## src/rtl/cpc_pkg.sv

```systemverilog
`timescale 1ns / 1ps
// Shared types and constants for the cluster purity counter.
// No dependencies; every other file of the block refers to this package.
package cpc_pkg;

    localparam int CPC_LABEL_W   = 16;   // label fields, signed
    localparam int CPC_CFG_W     = 5;    // configuration registers and write data
    localparam int CPC_LIM_W     = 9;    // limited row/column counts, up to 256
    localparam int CPC_ADDR_W    = 16;   // table address, enough for 256 x 256 cells
    localparam int CPC_OUT_W     = 32;   // emitted totals
    localparam int CPC_PURITY_W  = 17;   // purity, unsigned Q1.16 up to 1.0
    localparam int CPC_FRAC_BITS = 16;   // fraction bits of the purity

    localparam logic [CPC_PURITY_W-1:0] CPC_ONE_Q16 = 17'h1_0000;

    // Register indexes of the configuration port
    localparam logic CPC_REG_PRED = 1'b0;
    localparam logic CPC_REG_TRUE = 1'b1;

    // Request codes of the input item
    localparam logic CPC_REQ_ADD    = 1'b0;
    localparam logic CPC_REQ_FINISH = 1'b1;

    typedef struct packed {
        logic                          req_type;
        logic signed [CPC_LABEL_W-1:0] pred_label;
        logic signed [CPC_LABEL_W-1:0] true_label;
    } t_cpc_in;

    typedef struct packed {
        logic [CPC_OUT_W-1:0]    correct_total;
        logic [CPC_OUT_W-1:0]    sample_total;
        logic [CPC_PURITY_W-1:0] purity_q16;
    } t_cpc_out;

    // Operation classes handed from the front to the back
    typedef enum logic [1:0] {
        CPC_OP_COUNT  = 2'b00,   // sample only, labels out of range
        CPC_OP_CELL   = 2'b01,   // sample and one table cell
        CPC_OP_FINISH = 2'b10    // sweep the table and emit
    } t_cpc_kind;

    typedef struct packed {
        t_cpc_kind             kind;
        logic [CPC_ADDR_W-1:0] addr;
    } t_cpc_op;

    // Rows and columns in use, already limited to the table size
    typedef struct packed {
        logic [CPC_LIM_W-1:0] rows;
        logic [CPC_LIM_W-1:0] cols;
    } t_cpc_cfg;

endpackage

```

## src/rtl/cpc_queue.sv

```systemverilog
`timescale 1ns / 1ps
// Two-entry operation queue between the front and the back.
// Depends on cpc_pkg for the operation type.
module cpc_queue (
    input  logic             i_clk,
    input  logic             i_rst_n,
    input  logic             i_push,
    input  cpc_pkg::t_cpc_op i_op,
    input  logic             i_pop,
    output logic             o_full,
    output logic             o_valid,
    output cpc_pkg::t_cpc_op o_op
);

    cpc_pkg::t_cpc_op r_slot [2];
    logic             r_wp;
    logic             r_rp;
    logic [1:0]       r_cnt;
    logic             do_pop;

    assign o_full  = (r_cnt == 2'd2);
    assign o_valid = (r_cnt != 2'd0);
    assign o_op    = r_slot[r_rp];
    assign do_pop  = i_pop && o_valid;

    always_ff @(posedge i_clk) begin
        if (!i_rst_n) begin
            r_wp  <= 1'b0;
            r_rp  <= 1'b0;
            r_cnt <= 2'd0;
        end else begin
            if (i_push) begin
                r_wp <= !r_wp;
            end
            if (do_pop) begin
                r_rp <= !r_rp;
            end
            r_cnt <= r_cnt + 2'(i_push) - 2'(do_pop);
        end
    end

    always_ff @(posedge i_clk) begin
        if (i_push) begin
            r_slot[r_wp] <= i_op;
        end
    end

endmodule

```

## config.mk

```make
export PLATFORM = sky130hd
export DESIGN_NAME = cpc_queue
export DESIGN_NICKNAME = d
export VERILOG_FILES = /design/src/rtl/cpc_pkg.sv /design/src/rtl/cpc_queue.sv
export SDC_FILE = /design/constraint.sdc
export NUM_CORES = 1
export LEC_CHECK = 0
export BUFFER_PORTS_ARGS = -buffer_cell sky130_fd_sc_hd__buf_4
export CAP_MARGIN = 40
export CORE_MARGIN = 3
export CORE_UTILIZATION = 45
export CTS_BUF_LIST = sky130_fd_sc_hd__clkbuf_2
export CTS_CLUSTER_SIZE = 25
export DETAILED_ROUTE_END_ITERATION = 7
export PLACE_DENSITY_LB_ADDON = 0.3
export SLEW_MARGIN = 0
export SYNTH_ARGS = -nofsm -noshare
export SYNTH_HDL_FRONTEND = slang
export SYNTH_SLANG_ARGS = --single-unit
```

## constraint.sdc

```tcl
create_clock -name i_clk -period 3.11 [get_ports i_clk]
set_input_delay 0.4665 -clock i_clk [delete_from_list [all_inputs] [get_ports i_clk]]
set_output_delay 0.4665 -clock i_clk [all_outputs]
set_load 0.01 [all_outputs]
```

Yosys cells after proc, flatten, opt, wreduce, memory -nomap -nowiden
Memories as Yosys holds them, arrays and structs flattened. A register that Yosys moved wholly into a read port is not among the register bits.
Cells that the tools add are included.
W data, S select, Z words.
- register bits after elaboration: 4
- bits in latches: 0
- memory bits (writable): 36
- memory bits (read-only): 0
- input bits: 22
- output and inout port bits: 20
- word-level logic and storage cells: 15
- memories: 1
- $add $sub $neg: 2
- multiply operators: 0
- divide/modulo/power cells: 0
- magnitude comparators: 0
- equality and inequality tests: 1
- shift operators: 0
- multiplexer cells: 4
- bitwise operators: 0
- reductions and logical operators: 4
- memory list (memory ; words ; width ; read ports ; clocked after memory_dff ; wr ports ; RTL line ; RTL):
    r_slot ; 2 ; 18 ; 1 ; 1 ; 1 ; cpc_queue.sv:15 ; cpc_pkg::t_cpc_op r_slot [2];
- operator list (operator ; count):
    $mux W1 ; 4
    $add A2 B1 Y2 ; 1
    $eq A2 B2 Y1 const B ; 1
    $logic_not A1 Y1 ; 2
    $reduce_bool A2 Y1 ; 1
    $sub A2 B1 Y2 ; 1
    $logic_and A1 B1 Y1 ; 1

Longest topological paths before layout
- depth after elaboration: 4
- gate-level depth with buffers: 6
- gate-level depth less buffers: 6

Worst setup path before layout
OpenSTA, ideal clock, no wires.
- kind: in2reg
- start: input i_push
- end: memory r_slot[0][0] (netlist name), enable pin
- arrival: 1347 ps
- data required time: 2714 ps
- path slack: 1367 ps
- cell stages on the path: 1
- cell sequence: nor2b_1
- longest elaborated chain between the ends: 2
- ends and longest elaborated chain (what ; RTL line ; RTL):
    start, declared ; cpc_queue.sv:7 ; input logic i_push,
    $mux W1 ; cpc_queue.sv:43 ; if (i_push) begin
    $mux W1 (implied by the code) ; cpc_queue.sv:44 ; r_slot[r_wp] <= i_op;
    end, declared ; cpc_queue.sv:15 ;
No other way between the ends.

==> impl_metrics.ini <==
[clock_network]
htree_levels = 2
insertion_delay_ns = 0.37
cts_setup_buffers = 0
cts.clk_slew.worst_paths_ns = 0.18
clockRootBuffer = clkbuf_2
post_cts_resized = 0
cts_tree = yes
clockBufferDepth = 2
cts_buffers = 5
cts_sinks = 41
ctsHoldBuffers = 0

[setup_path]
critPathLaunchType = flip-flop
cp-end-kind = output pin
required_ns = 2.64
critPathMaxStageDelay_ns = 0.63
crit_fanout = 10
crit_arrival_ns = 1.76
path_common_cell = buf_4
path_cells = buf_4 -> mux2_4 -> buf_4
cp_slowest_cell = dfxtp_1
path_class = flip-flop to output pin

[grt]
grt_overflow_total = 0
grt_max_degree = 19
grt_pass1_vias = 866
grt_pass1_wl_mm = 3.77
antenna_found_initial = 0
gr-usage-all-layers_pct = 12.3

[synthesis]
synth_top_family_by_area = multiplexers
synth_edf_count = 36
synthTopCellsByCount = 36 x edfxtp_1, 10 x mux2_4, 8 x mux2_2
avgSynthCellArea_um2 = 20.2
ys_ff_latch = 41
async_flop_share_pct = 0
yosysWarnings = 0
syn-num-nets = 103
synth_compound_area_share_pct = 0.940
synth_cell_types = 16
netlist_area_mm2 = 0.00160
synthSimpleGateAreaFrac_pct = 3.37
synthMuxAreaShare_pct = 16.3
seq_area_frac_synth_pct = 74.0
synth_top_area_cell = edfxtp_1
synthFlopType = edfxtp_1
synthXorXnorAreaFrac_pct = 1.41
synth_top_area_share_pct = 67.7
ys_top_cells_by_area = edfxtp_1 68%, mux2_4 9.4%, dfxtp_1 6.3%, mux2_2 5.6%, ha_1 1.6%
synthCells = 79
synthAdderAreaFrac_pct = 1.57
synthMostInstantiatedCell = edfxtp_1

[floorplan]
die_h_um = 65.6
ioPinCount = 42
die_x_um = 65.6
fp.dieArea_mm2 = 0.00430
initial_core_util_pct = 47.1
core_area_mm2 = 0.00339
rows = 21

[sta]
finalClockSkew_ns = 0.00738
relSlewSlack_pct = 42.3
setup_tns_ns = 0
setup_viol = 0
hold_viol = 0
rsz0062_at_grt = false
post-route-period-util_pct = 71.7
min_period_ns = 2.23
max_freq_ghz = 0.448
slew_violations = 0
worstMarginPinSlew_ns = 0.865

[final_layout]
antenna-diode-count = 0
fin_nets = 151
fillerInstances = 270
area_growth_pct = 24.6
fin_area_mm2 = 0.00199
drive_above_1_share_pct = 54.3

[drt]
drc = 0
wirelength_mm = 2.40
routedWlPerCell_um = 13.8
routed-via-count = 809
via_per_inst = 4.68
ant_nets = 0
drt_iter0_drc = 15
first_pass_iters = 4

[placed_design]
portBuffers = 41
place_congestion = 0.579
place_area_mm2 = 0.00196
hpwl_mm = 1.67

[hold_path]
hp-class = primary input to flip-flop

[power_and_ir_drop]
ir_drop_uv = 340
power.total_mw = 1.26
p_per_area_mw_per_mm2 = 634
leakage_nw = 0.791

[status]
status = complete, no violations

[job]
cap_violations = 0
[final timing paths]
check	from	cells after the start	to	slack, ns
hold reg to reg	r_rp	2	flip-flop	0.52
setup / recovery	flip-flop	3	o_op[14]	0.88
setup reg to reg	r_cnt[1]	6	r_cnt[1]	1.64
hold / removal	i_op[9]	1	r_slot[0][9]	0.25
[area by class of cell]
type	count	area [um^2]	area share (%)
sequential	41	1180	59.4
tap	46	57.6	2.89
timing repair buffer	43	330	16.6
clock buffer	6	30.0	1.51
inverter	2	7.51	0.377
clock inverter	1	3.75	0.189
multi-input combinational	34	379	19.1
[layout by cell type (no fill, tap or decap)]
cell,instances
edfxtp_1,36
mux2_4,10
nand2b_1,1
buf_8,1
or2_2,1
and2_1,2
o21a_1,2
nor2b_2,1
clkbuf_2,6
ha_1,2
clkinv_1,1
nor2b_1,3
xnor3_1,1
nand2_1,1
dfxtp_1,5
buf_4,42
inv_1,2
mux2_2,8
mux2i_1,2
[metrics by stage]
stage               utilization [%]  cells  hold WS, ns  worst slack [ns]
finish                         58.7    173        0.255             0.879
global placement               57.3    165        0.461              1.31
detailed placement             57.7    166        0.505              1.28
CTS                            58.7    173        0.220             0.810
floorplan                         -     79        0.452              1.37
global route                   58.7    173        0.207             0.748
[sequential cells by signal (all words and copies together), names as in the netlist, named ones only]
name / count
r_wp: 1
r_rp: 1
r_slot: 36
r_cnt: 2
[power by group]
part | switching (mW) | leakage (nW) | total (mW) | internal [mW]
clock network | 0.151 | 0.0265 | 0.204 | 0.0525
logic | 0.142 | 0.385 | 0.376 | 0.234
registers | 0.0344 | 0.379 | 0.682 | 0.647
[routing by layer]
| layer | vias to the layer above | routed length, um | global-route usage (%) | share of wire [%] |
|---|---|---|---|---|
| li1 | 391 | - | - | - |
| met1 | 385 | 922 | 13.3 | 38 |
| met2 | 28 | 1260 | 21.2 | 53 |
| met3 | 5 | 172 | 4.79 | 7.2 |
| met4 | 0 | 41 | 5.44 | 1.7 |
| met5 | - | 0 | 0 | 0 |
[critical path: cells and delay by family, from the launching register on]
kind | cells | cell delay [ns]
buffers and inverters | 2 | 0.44
flip-flops | 1 | 0.63
multiplexers | 1 | 0.32
[cell families (layout without fill, tap and decap cells)]
logic type | after synthesis | after routing
DFF | 41 | 41
and+or+nand+nor | 9 | 9
xor gates and xnor gates | 1 | 1
adders and majority gates | 2 | 2
muxes | 20 | 20
buffers and inverters | 4 | 52
AOI/OAI and AO/OA | 2 | 2
Note: power is estimated with default switching activity, not from simulation.
