## config.mk

```make
export PLATFORM = sky130hd
export DESIGN_NAME = cpc_front
export DESIGN_NICKNAME = d
export VERILOG_FILES = /design/src/rtl/cpc_pkg.sv /design/src/rtl/cpc_front.sv
export SDC_FILE = /design/constraint.sdc
export NUM_CORES = 1
export LEC_CHECK = 0
export ABC_AREA = 1
export ABC_CLOCK_PERIOD_IN_PS = 1800
export BUFFER_PORTS_ARGS = -buffer_cell sky130_fd_sc_hd__clkbuf_2
export CORE_MARGIN = 1.5
export CORE_UTILIZATION = 38
export CTS_BUF_LIST = sky130_fd_sc_hd__clkbuf_8 sky130_fd_sc_hd__clkbuf_16
export DETAILED_ROUTE_END_ITERATION = 16
export PLACE_DENSITY = 0.8
export SETUP_SLACK_MARGIN = 0.05
export SLEW_MARGIN = 20
export SYNTH_ARGS = -nofsm -noshare
export SYNTH_HDL_FRONTEND = slang
export SYNTH_SLANG_ARGS = --single-unit
```

## constraint.sdc

```tcl
create_clock -name i_clk -period 1.8 [get_ports i_clk]
set_input_delay 0.09 -clock i_clk [delete_from_list [all_inputs] [get_ports i_clk]]
set_output_delay 0.09 -clock i_clk [all_outputs]
set_load 0.02 [all_outputs]
```

## src/rtl/cpc_pkg.sv

```systemverilog
`timescale 1ns / 1ps
// Shared types and constants for the cluster purity counter.
// No dependencies; every other file of the block refers to this package.
package cpc_pkg;

    localparam int CPC_LABEL_W   = 16;   // label fields, signed
    localparam int CPC_CFG_W     = 5;    // configuration registers and write data
    localparam int CPC_LIM_W     = 9;    // limited row/column counts, up to 256
    localparam int CPC_ADDR_W    = 16;   // table address, enough for 256 x 256 cells
    localparam int CPC_OUT_W     = 32;   // emitted totals
    localparam int CPC_PURITY_W  = 17;   // purity, unsigned Q1.16 up to 1.0
    localparam int CPC_FRAC_BITS = 16;   // fraction bits of the purity

    localparam logic [CPC_PURITY_W-1:0] CPC_ONE_Q16 = 17'h1_0000;

    // Register indexes of the configuration port
    localparam logic CPC_REG_PRED = 1'b0;
    localparam logic CPC_REG_TRUE = 1'b1;

    // Request codes of the input item
    localparam logic CPC_REQ_ADD    = 1'b0;
    localparam logic CPC_REQ_FINISH = 1'b1;

    typedef struct packed {
        logic                          req_type;
        logic signed [CPC_LABEL_W-1:0] pred_label;
        logic signed [CPC_LABEL_W-1:0] true_label;
    } t_cpc_in;

    typedef struct packed {
        logic [CPC_OUT_W-1:0]    correct_total;
        logic [CPC_OUT_W-1:0]    sample_total;
        logic [CPC_PURITY_W-1:0] purity_q16;
    } t_cpc_out;

    // Operation classes handed from the front to the back
    typedef enum logic [1:0] {
        CPC_OP_COUNT  = 2'b00,   // sample only, labels out of range
        CPC_OP_CELL   = 2'b01,   // sample and one table cell
        CPC_OP_FINISH = 2'b10    // sweep the table and emit
    } t_cpc_kind;

    typedef struct packed {
        t_cpc_kind             kind;
        logic [CPC_ADDR_W-1:0] addr;
    } t_cpc_op;

    // Rows and columns in use, already limited to the table size
    typedef struct packed {
        logic [CPC_LIM_W-1:0] rows;
        logic [CPC_LIM_W-1:0] cols;
    } t_cpc_cfg;

endpackage

```

## src/rtl/cpc_front.sv

```systemverilog
`timescale 1ns / 1ps
// Front end: configuration registers, input transfer and label classification.
// Depends on cpc_pkg; feeds operations into cpc_queue.
module cpc_front #(
    parameter int MAX_PRED_CLUSTERS = 16,
    parameter int MAX_TRUE_CLASSES  = 16
) (
    input  logic                         i_clk,
    input  logic                         i_rst_n,
    input  logic                         i_cfg_we,
    input  logic                         i_cfg_idx,
    input  logic [cpc_pkg::CPC_CFG_W-1:0] i_cfg_data,
    input  logic                         i_in_valid,
    input  cpc_pkg::t_cpc_in             i_in_data,
    input  logic                         i_hold,
    input  logic                         i_q_full,
    output logic                         o_in_stall,
    output logic                         o_push,
    output cpc_pkg::t_cpc_op             o_op,
    output cpc_pkg::t_cpc_cfg            o_cfg
);

    localparam int RW  = (MAX_PRED_CLUSTERS > 1) ? $clog2(MAX_PRED_CLUSTERS) : 1;
    localparam int CLW = (MAX_TRUE_CLASSES > 1) ? $clog2(MAX_TRUE_CLASSES) : 1;
    localparam int LW  = cpc_pkg::CPC_LABEL_W;
    localparam int MW  = cpc_pkg::CPC_LIM_W;

    logic [cpc_pkg::CPC_CFG_W-1:0] r_pred_used;
    logic [cpc_pkg::CPC_CFG_W-1:0] r_true_used;
    logic [MW-1:0]                 rows_lim;
    logic [MW-1:0]                 cols_lim;
    logic                          pred_ok;
    logic                          true_ok;
    logic [RW-1:0]                 p_idx;
    logic [CLW-1:0]                t_idx;

    always_ff @(posedge i_clk) begin
        if (!i_rst_n) begin
            r_pred_used <= cpc_pkg::CPC_CFG_W'(16);
            r_true_used <= cpc_pkg::CPC_CFG_W'(16);
        end else if (i_cfg_we) begin
            if (i_cfg_idx == cpc_pkg::CPC_REG_PRED) begin
                r_pred_used <= i_cfg_data;
            end else begin
                r_true_used <= i_cfg_data;
            end
        end
    end

    // Limit each register to the table size
    assign rows_lim = (MW'(r_pred_used) > MW'(MAX_PRED_CLUSTERS)) ?
                      MW'(MAX_PRED_CLUSTERS) : MW'(r_pred_used);
    assign cols_lim = (MW'(r_true_used) > MW'(MAX_TRUE_CLASSES)) ?
                      MW'(MAX_TRUE_CLASSES) : MW'(r_true_used);

    assign o_cfg.rows = rows_lim;
    assign o_cfg.cols = cols_lim;

    // A label is in range when it is non-negative and below its limit
    assign pred_ok = !i_in_data.pred_label[LW-1] &&
                     ({1'b0, i_in_data.pred_label[LW-2:0]} < LW'(rows_lim));
    assign true_ok = !i_in_data.true_label[LW-1] &&
                     ({1'b0, i_in_data.true_label[LW-2:0]} < LW'(cols_lim));

    assign p_idx = i_in_data.pred_label[RW-1:0];
    assign t_idx = i_in_data.true_label[CLW-1:0];

    assign o_in_stall = i_q_full || i_hold;
    assign o_push     = i_in_valid && !o_in_stall;

    always_comb begin
        o_op.addr = '0;
        if (i_in_data.req_type == cpc_pkg::CPC_REQ_FINISH) begin
            o_op.kind = cpc_pkg::CPC_OP_FINISH;
        end else if (pred_ok && true_ok) begin
            o_op.kind = cpc_pkg::CPC_OP_CELL;
            o_op.addr = cpc_pkg::CPC_ADDR_W'(32'(p_idx) * 32'(MAX_TRUE_CLASSES)
                                             + 32'(t_idx));
        end else begin
            o_op.kind = cpc_pkg::CPC_OP_COUNT;
        end
    end

endmodule

```

[After elaboration in Yosys (flattened, before gate mapping)]
Index checks and enable logic that the tools add are counted.
Word-level totals
  logic and storage cells: 24
  input port bits: 45
  flip-flop bits (word level): 10
  output and inout port bits: 38
Cells by class
  order comparisons: 4
  mux-type cells: 6
  reduce and logical (&&, ||, !) cells: 10
  add/sub/neg operators: 1
  bitwise logic cells: 1
Operator list (count)
  15-bit by 5-bit less-than comparator with 1-bit output: 2
  9-bit two-way mux: 2
  5-bit > comparator, second input constant: 2
  5-bit two-way mux: 2
  8-bit by 4-bit adder with 9-bit output: 1
  1-bit logical AND: 4
  2-bit AND reduction: 2
  1-bit logical NOT: 3
  2-bit two-way mux: 1
  1-bit logical OR: 1
  1-bit two-way mux: 1
  1-bit inverter: 1

[Logic depth before layout (Yosys ltp)]
  word-level depth: 7
  gate-level depth with buffers: 12
  depth with buffers taken out: 12

[Least setup slack after synthesis]
Ideal clock, no wire load.
  path type: flip-flop to output port
  start: reg r_true_used[4] in the netlist's numbering
  end: out o_op[0] in the netlist's numbering
  data arrival time: 1.686 ns
  stages on the path, launching flop included: 11
  slack: 0.024 ns
  data required time: 1.710 ns
  path buffers: 0
  cells stage by stage: dfxtp_1 nor2_1 inv_1 ha_1 nand2_1 nand3_1 nor2_1 nand2_1 nor2_2 nand2_2 nor2_1
RTL lines
  start: declaration: RTL line cpc_front.sv:29  | logic [cpc_pkg::CPC_CFG_W-1:0] r_true_used;
  start signal: assignment: RTL line cpc_front.sv:40  | r_true_used <= cpc_pkg::CPC_CFG_W'(16);
  start signal: assignment: RTL line cpc_front.sv:45  | r_true_used <= i_cfg_data;
  end: declaration: RTL line cpc_front.sv:19  | output cpc_pkg::t_cpc_op o_op,

==> results.md <==
- Synth area leader: dfxtp_1
- Critical path arrival: 1800 ps
- Die height: 53.4 microns
- Gr ovfl total: 0
- ANT nets after route: 0
- Worst flop-to-flop path endpoint: r_true_used[4]$_SDFFE_PN1P_
- Launch point of the worst path: r_true_used[2]$_SDFFE_PN0P_
- Comb power frac: 0.383
- CP Capture Type: output port
- Post-synth ARST share: 0
- Global-route wire length before repair: 3750 microns
- Post-Syn Area: 965 sq um
- Hold Path Cell Cnt: 3
- Avg Synthesized Cell Area: 5.88 sq um
- Drt wl/cell: 10.6 microns
- Cell internal pwr: 514 uW
- Final Max Slew Viols: 0
- Vias per inst: 4.53
- Reg-to-Reg Start: r_true_used[4]$_SDFFE_PN1P_
- Area Overhead vs Synth: 75.9%
- Sequential area share after synthesis: 0.208
- Final setup fails: 10
- Pwr/cell area: 454 nW/um^2
- Period minus WS final: 1890 ps
- Final Hold Fails: 0
- GPL Wtd Cong: 0.728
- Worst slack, placed: 48.3 ps
- Outcome: finished, violations left
- Worst-path clk slew: 40 ps
- Via count: 1236
- Core Util, Final: 0.698
- Post-synth cell types: 18
- CTS Buf Count: 3
- Worst Reg-to-Reg Cells: 3
- Synth Warn #: 0
- Ys flop type: dfxtp_1
- RSZ-0062 raised after global routing: true
- Clk pwr share: 0.290
- Num Clock Sinks: 10
- Routed wire length: 2880 microns
- Sw Share: 0.333
- Max-cap violations: 0
- Clock Latency Late Sink: 230 ps
- Core area: 2430 sq um
- Commonest cells in the netlist: inv_1 (35), nor2_1 (33), nand2_1 (27), buf_4 (17), dfxtp_1 (10)
- Port buffer count: 66
- Initial antenna violation count: 0
- Placed cell count: 255
- Maximum number of pins on one net before global-route repair: 11
- Fin crit share: 1.05
- Share of cells above drive strength 1: 0.560
- N_diodes: 0
- Vias in the first global route: 977
- IO Pins: 83
- Total Routing Usage GR: 0.178
- Peak supply drop: 456 uV
- DIE WIDTH: 53.4 microns
- Hold wc startpoint: i_cfg_data[1]
- Crit start category: flop
- Nets: 298
- Cts hold-fix bufs: 0
- Root buffer cell: clkbuf_8
- Total power: 770 uW
- Largest cells by area after synthesis: dfxtp_1 (21%), inv_1 (14%), buf_4 (13%)
- Final clock skew: 0 ps
- Clk buf depth: 2
- Failing checks: negative setup slack
- Post-Layout Inst Area: 1700 sq um
- Number of flops mapped to enable cells by yosys: 0
- Mapped Cells: 164
- Std-Cell Rows: 18
- Crit Path Class: reg -> out
- Dpl cell area: 1250 sq um
- Top cell type's share of synthesized area: 0.208
- CTS tree: built
- FF-to-FF setup slack: 1020 ps
- Iteration-0 DRC Markers: 7
- Most frequent cell after synthesis: inv_1
- HPWL Detailed: 1910 microns
- Sequential share of power: 0.327
- Initial core utilization: 0.397
- Die area: 2850 sq um
- Critical Path RT: 1710 ps
- H-tree Lvls: 1
- Setup ws final: -94.9 ps
- Hold path endpoint: r_pred_used[1]$_SDFFE_PN0P_
- TritonRoute pass-1 iters: 3
- Sw power: 257 uW
- Leakage: 0.933 nW
- Post-Layout Cell Count: 273
- Max FO, Critical Path: 5
- Worst hold path type: in -> reg
- # DRC: 0
- Seq cells post-synth: 10
- Fmax: 0.528 GHz
[critical path, stage by stage, from the launching register on]
cell     delay [ps]
dfxtp_2         320
nor2_2          110
nand2_2          60
nand2_2         100
nand2_4          70
ha_4            250
a21oi_2         150
nand2_2          80
nand2_4          90
nand2_4         110
nor2_2          100
buf_4           140
[registers in the layout, indices dropped and copies added, names as in the netlist]
| register | cells |
|---|---|
| r_pred_used | 5 |
| r_true_used | 5 |
[worst max-delay path by stage]
stage,endpoint,slack [ps],depth (start not counted)
floorplan,o_op[0],60,10
global placement,o_op[2],70,9
detailed placement,o_op[6],50,9
CTS,o_op[6],-160,13
global route,o_op[0],-200,11
finish,o_op[0],-90,11
[cells in the final DEF (no fill, tap or decap), drive strengths merged]
| master | count |
|---|---|
| clkbuf | 60 |
| inv | 35 |
| nor2 | 35 |
| nand2 | 29 |
| buf | 23 |
| conb | 16 |
| dfxtp | 10 |
| o21ai | 8 |
| a21oi | 8 |
| ha | 8 |
| and2 | 3 |
| o211ai | 2 |
| nand3 | 2 |
| nor3 | 2 |
| nand4 | 1 |
| or2 | 1 |
[power by group through the flow]
stage | Clock, mW | Sequential (mW) | Combinational (mW)
2_1_floorplan | 0 | 0.248 | 0.155
3_3_place_gp | 0 | 0.250 | 0.199
3_5_place_dp | 0 | 0.250 | 0.201
4_1_cts | 0.221 | 0.247 | 0.230
5_1_grt | 0.233 | 0.254 | 0.328
6_report | 0.223 | 0.252 | 0.295
[metrics by stage]
stage,hold slack (ps),TNS [ps]
after floorplan,220,0
after detailed placement,347,0
final,107,-768
after global routing,125,-1720
after global placement,335,0
after CTS,115,-1350
[layer usage]
| layer | part of all wire | vias to the layer above | track usage |
|---|---|---|---|
| met5 | 0 | - | 0 |
| met1 | 0.35 | 555 | 0.183 |
| li1 | - | 624 | - |
| met2 | 0.56 | 51 | 0.356 |
| met3 | 0.081 | 6 | 0.0282 |
| met4 | 0.010 | 0 | 0.0513 |
[cells by family (layout without fill, tap and decap cells)]
logic type      after synthesis  count (layout)  synth area share
simple gates                 72              73             0.306
buf+inv                      55             118             0.280
compound gates               18              18            0.0986
flops                        10              10             0.208
fa+ha+maj                     8               8             0.104
other cells                   1              16           0.00389
[cell type report]
class                      count  area, sq um
clock buffer                   3         41.3
multi-input combinational    115          766
inverter                      35          139
sequential                    10          213
fill                         203          736
timing repair buffer          80          500
tap                           30         37.5
[what timing repair did]
action | CTS | global route
hold endpoints to repair | 0 | 0
setup endpoints to repair | 9 | 10
setup buffers | 9 | 6
resized for setup | 21 | 71
gates cloned | 1 | 0
pin swaps | 5 | 20
Note: power is estimated with default switching activity, not from simulation.
